[config.mk]
export PLATFORM = sky130hd
export DESIGN_NAME = uft_walk
export DESIGN_NICKNAME = d
export VERILOG_FILES = /design/src/sv/uft_pkg.sv /design/src/sv/uft_walk.sv
export SDC_FILE = /design/constraint.sdc
export NUM_CORES = 1
export LEC_CHECK = 0
export BUFFER_PORTS_ARGS = -buffer_cell sky130_fd_sc_hd__buf_4
export CAP_MARGIN = 20
export CORE_ASPECT_RATIO = 1.75
export CORE_MARGIN = 2
export CORE_UTILIZATION = 40
export CTS_BUF_LIST = sky130_fd_sc_hd__clkbuf_4 sky130_fd_sc_hd__clkbuf_8
export CTS_CLUSTER_SIZE = 12
export DETAILED_ROUTE_END_ITERATION = 10
export PLACE_DENSITY_LB_ADDON = 0.12
export SYNTH_ARGS = -nofsm -noshare
export SYNTH_HDL_FRONTEND = slang
export SYNTH_SLANG_ARGS = --single-unit
[constraint.sdc]
create_clock -name clk -period 2.3 [get_ports clk]
set_clock_uncertainty 0.1 [all_clocks]
set_input_delay 0.46 -clock clk [delete_from_list [all_inputs] [get_ports clk]]
set_output_delay 0.46 -clock clk [all_outputs]
set_load 0.03 [all_outputs]
[src/sv/uft_pkg.sv]
// Shared types and constants of the union-find table
`timescale 1ns / 1ps

package uft_pkg;

	localparam int IDX_W = 10;
	localparam int CNT_W = 11;

	localparam logic [CNT_W-1:0] ECOUNT_RESET = 11'd1024;
	localparam logic [CNT_W-1:0] MERGE_MAX    = 11'h7FF;

	localparam logic [1:0] KIND_FIND  = 2'd0;
	localparam logic [1:0] KIND_MERGE = 2'd1;

	typedef enum logic [1:0] {
		WALK_IDLE,
		WALK_UP,
		WALK_CPRS,
		WALK_DONE
	} walk_state_t;

	typedef enum logic [2:0] {
		CTL_CLEAR,
		CTL_IDLE,
		CTL_FIND_A,
		CTL_FIND_B,
		CTL_JOIN_A,
		CTL_JOIN_B,
		CTL_OUT
	} ctl_state_t;

endpackage

[src/sv/uft_walk.sv]
// Find engine: walk parent links to the root, then compress the path
`timescale 1ns / 1ps

module uft_walk #(
	parameter int ADDR_W = 10,
	parameter int ENT_W  = 11
) (
	input  logic              clk,
	input  logic              arst_n,
	input  logic              start,
	input  logic [ADDR_W-1:0] start_idx,
	input  logic [ENT_W-1:0]  rdata,
	output logic [ADDR_W-1:0] raddr,
	output logic              we,
	output logic [ADDR_W-1:0] waddr,
	output logic [ENT_W-1:0]  wdata,
	output logic              done,
	output logic [ADDR_W-1:0] root,
	output logic [ENT_W-1:0]  root_val
);

	import uft_pkg::*;

	walk_state_t       state_q, state_nxt;
	logic [ADDR_W-1:0] start_q, cur_q, root_q;
	logic [ENT_W-1:0]  rval_q;
	logic              ent_neg;
	logic [ADDR_W-1:0] nxt_idx;

	assign ent_neg = rdata[ENT_W-1];
	assign nxt_idx = rdata[ADDR_W-1:0];

	always_comb begin
		state_nxt = state_q;
		case (state_q)
			WALK_IDLE, WALK_DONE: begin
				state_nxt = start ? WALK_UP : WALK_IDLE;
			end
			WALK_UP: begin
				if (ent_neg) begin
					state_nxt = (cur_q == start_q) ? WALK_DONE : WALK_CPRS;
				end
			end
			WALK_CPRS: begin
				if (nxt_idx == root_q) begin
					state_nxt = WALK_DONE;
				end
			end
			default: state_nxt = WALK_IDLE;
		endcase
	end

	always_comb begin
		raddr = start_idx;
		we    = 1'b0;
		waddr = cur_q;
		wdata = {1'b0, root_q};
		done  = 1'b0;
		case (state_q)
			WALK_IDLE: raddr = start_idx;
			WALK_DONE: begin
				raddr = start_idx;
				done  = 1'b1;
			end
			WALK_UP: raddr = ent_neg ? start_q : nxt_idx;
			WALK_CPRS: begin
				raddr = nxt_idx;
				we    = 1'b1;
			end
			default: raddr = start_idx;
		endcase
	end

	always_ff @(posedge clk or negedge arst_n) begin
		if (!arst_n) begin
			state_q <= WALK_IDLE;
		end else begin
			state_q <= state_nxt;
		end
	end

	always_ff @(posedge clk) begin
		case (state_q)
			WALK_IDLE, WALK_DONE: begin
				if (start) begin
					start_q <= start_idx;
					cur_q   <= start_idx;
				end
			end
			WALK_UP: begin
				if (ent_neg) begin
					root_q <= cur_q;
					rval_q <= rdata;
					cur_q  <= start_q;
				end else begin
					cur_q <= nxt_idx;
				end
			end
			WALK_CPRS: cur_q <= nxt_idx;
			default: cur_q <= cur_q;
		endcase
	end

	assign root     = root_q;
	assign root_val = rval_q;

endmodule

==> results_dict.tcl <==
set metrics [dict create \
    status "complete, no violations" \
    track_usage_pct 19.0 \
    p_leak_nw 1.16 \
    placed_cell_area_um2 2490 \
    fill_cells 376 \
    dieArea_um2 5260 \
    vdd_drop_max_mv 1.01 \
    switching_power_mw 2.09 \
    rows 33 \
    synth.distinct_cells 25 \
    die_x_um 55.7 \
    worstSkewPairLatency_ps 290 \
    tns_ps 0 \
    grt_max_degree 13 \
    worstSetupPathType "register to output port" \
    numCtsBuffers 5 \
    antenna_found_initial 0 \
    synth-seq-cells 42 \
    via_per_inst 5.05 \
    slew_viol_final 0 \
    htree_levels 2 \
    pwr-share-comb_pct 60.2 \
    grt.overflow.total 0 \
    syn-num-nets 160 \
    synthesis.instances 133 \
    synth_edf_count 40 \
    wirelength_mm 4.77 \
    io_pins 78 \
    ant_nets 0 \
    setup_viol 0 \
    min_period_ps 2270 \
    synth-warning-count 0 \
    multi_input_area_um2 632 \
    core_area_um2 4580 \
    max_cap_viol_count 0 \
    path_clk_slew_ps 80 \
    finalNetCount 246 \
    vias 1373 \
    clock_sinks 42 \
    final_area_um2 2840 \
    netlist_top_cells_area "edfxtp_1 (64%), xnor2_1 (6.1%), buf_4 (4.8%)" \
    clockBufferDepth 2 \
    grt_pass1_wl_mm 7.51 \
    synth-async-reset-ratio_pct 4.76 \
    n_antenna_cell 0 \
    slew_headroom_pct 61.7 \
    post_drt_wl_per_cell_um 17.5 \
    root_buffer "clkbuf_8" \
    hold_viol_final 0 \
    worstMarginPinSlew_ps 575 \
    register_area_um2 1250 \
    power.share.clock_pct 9.8 \
    rsz0062_at_grt "yes" \
    fin_crit_sh_pct 98.7 \
    drt_iter0_drc 23 \
    place.gp.congestion 0.809 \
    synth_area_per_cell_um2 14.1 \
    post-synth-top-count-cell "edfxtp_1" \
    synth_top_area_share_pct 64.2 \
    synth_ff_type "edfxtp_1" \
    initial_core_util_pct 40.8 \
    p_per_area_nw_per_um2 1660 \
    fin_hold_ws_ps 251 \
    cts_tree "done" \
    switching_share_pct 44.3 \
    drive_gt1_share_pct 59.5 \
    power.internal_mw 2.63 \
    cp.arrival_ps 1710 \
    netlist_area_um2 1870 \
    die_h_um 94.5 \
    place_hpwl_mm 3.40 \
    synth.largest_area_cell "edfxtp_1" \
    hold_path.class "primary input to register" \
    ys_top_cells_by_count "edfxtp_1 (40), xnor2_1 (13), buf_4 (12)" \
    endpoint_kind "output port" \
    drt-pass1-iter-count 4 \
    p_seq_share_pct 30.0 \
    crit_path_start_kind "register" \
    path_max_fanout 8 \
    max_freq_ghz 0.440 \
    area_growth_syn_to_layout_pct 51.9 \
    drc 0 \
    ys_seq_area_share_pct 66.8 \
    port_buffers 75 \
    grt_pass1_vias 1471 \
    critPathRequiredTime_ps 1740 \
]
[state kept, by name, summed over array words and instances (netlist names)]
name and flops:
root 10, root_val 10, start_q 10, state_q 2, waddr 10
[kinds of logic after synthesis]
| kind of cell | synth area share (%) |
|---|---|
| AO/OA/AOI/OAI | 8.49 |
| XOR/XNOR | 9.36 |
| adder cells (fa/ha/maj) | 2.01 |
| buffers and inverters | 6.35 |
| flip-flops | 66.8 |
| multiplexers | 0.535 |
| other | 0.401 |
| AND/OR/NAND/NOR | 6.02 |
[path summary, 6_finish.rpt]
check	endpoint	cells after the start	startpoint	slack (ps)
min in group asynchronous	state_q[0]	2	arst_n	390
min reg2reg	root[1]	0	waddr[1]	410
min	start_q[5]	1	start_idx[5]	250
max reg2reg	start_q[7]	3	state_q[0]	500
max in group asynchronous	state_q[1]	2	arst_n	1610
max	raddr[1]	8	state_q[1]	30
[critical path, cell delays in order, from the launching register on]
cell,delay (ps)
dfrtp_2,450
inv_2,100
ha_4,160
nand2b_4,70
nand2b_4,80
buf_8,140
a22oi_2,90
o21ai_2,170
buf_6,150
[placed cells by master (no fill, tap or decap), types with 2 or more instances in the layout]
master	count
o21ai_2	10
a22oi_2	10
ha_4	2
buf_4	83
xor2_1	7
nand2b_4	2
buf_6	7
conb_1	2
nand2_1	10
nand4_1	3
dfrtp_2	2
xnor2_1	13
buf_8	2
edfxtp_1	40
clkbuf_8	5
[layout make-up]
cell class / instances / area share [%]
multi-input combinational: 72 / 22.2
sequential: 42 / 44.1
tap: 52 / 2.29
clock inverter: 2 / 0.308
clock buffer: 6 / 2.68
timing repair buffer: 95 / 27.9
inverter: 3 / 0.484
[per-layer routing]
layer  GRT usage, %  share of wire (%)  vias to the layer above
met2           34.4                 55                       61
met4           7.93                2.3                        0
met5              0                  0                        -
met3           3.97                4.8                        9
li1               -                  -                      643
met1           21.3                 38                      660
[power groups by stage]
stage / clock (mW) / sequential (mW) / combinational (mW)
floorplan: 0 / 1.67 / 1.23
global placement: 0 / 1.39 / 2.37
detailed placement: 0 / 1.40 / 2.40
CTS: 0.478 / 1.41 / 2.69
global route: 0.505 / 1.45 / 3.00
finish: 0.465 / 1.41 / 2.84
[stage by stage]
step / utilization [%] / cells / power [mW] / worst slack (ps)
after floorplan: - / 133 / 2.90 / -36.5
after global placement: 54.3 / 251 / 3.76 / 245
after detailed placement: 54.3 / 251 / 3.80 / 201
after CTS: 60.6 / 269 / 4.57 / 1.31
after global routing: 62.1 / 272 / 4.96 / -24.8
final: 62.1 / 272 / 4.72 / 29.4
[repair_timing]
action                                  4_1_cts  5_1_grt
resized for setup                            22       13
hold endpoints to repair                      2        0
hold buffers                                  1        0
pin swaps                                     3        8
setup buffers                                 8        3
gates cloned                                  1        0
endpoints found under the setup margin       10       10
Note: power is estimated with default switching activity, not from simulation.
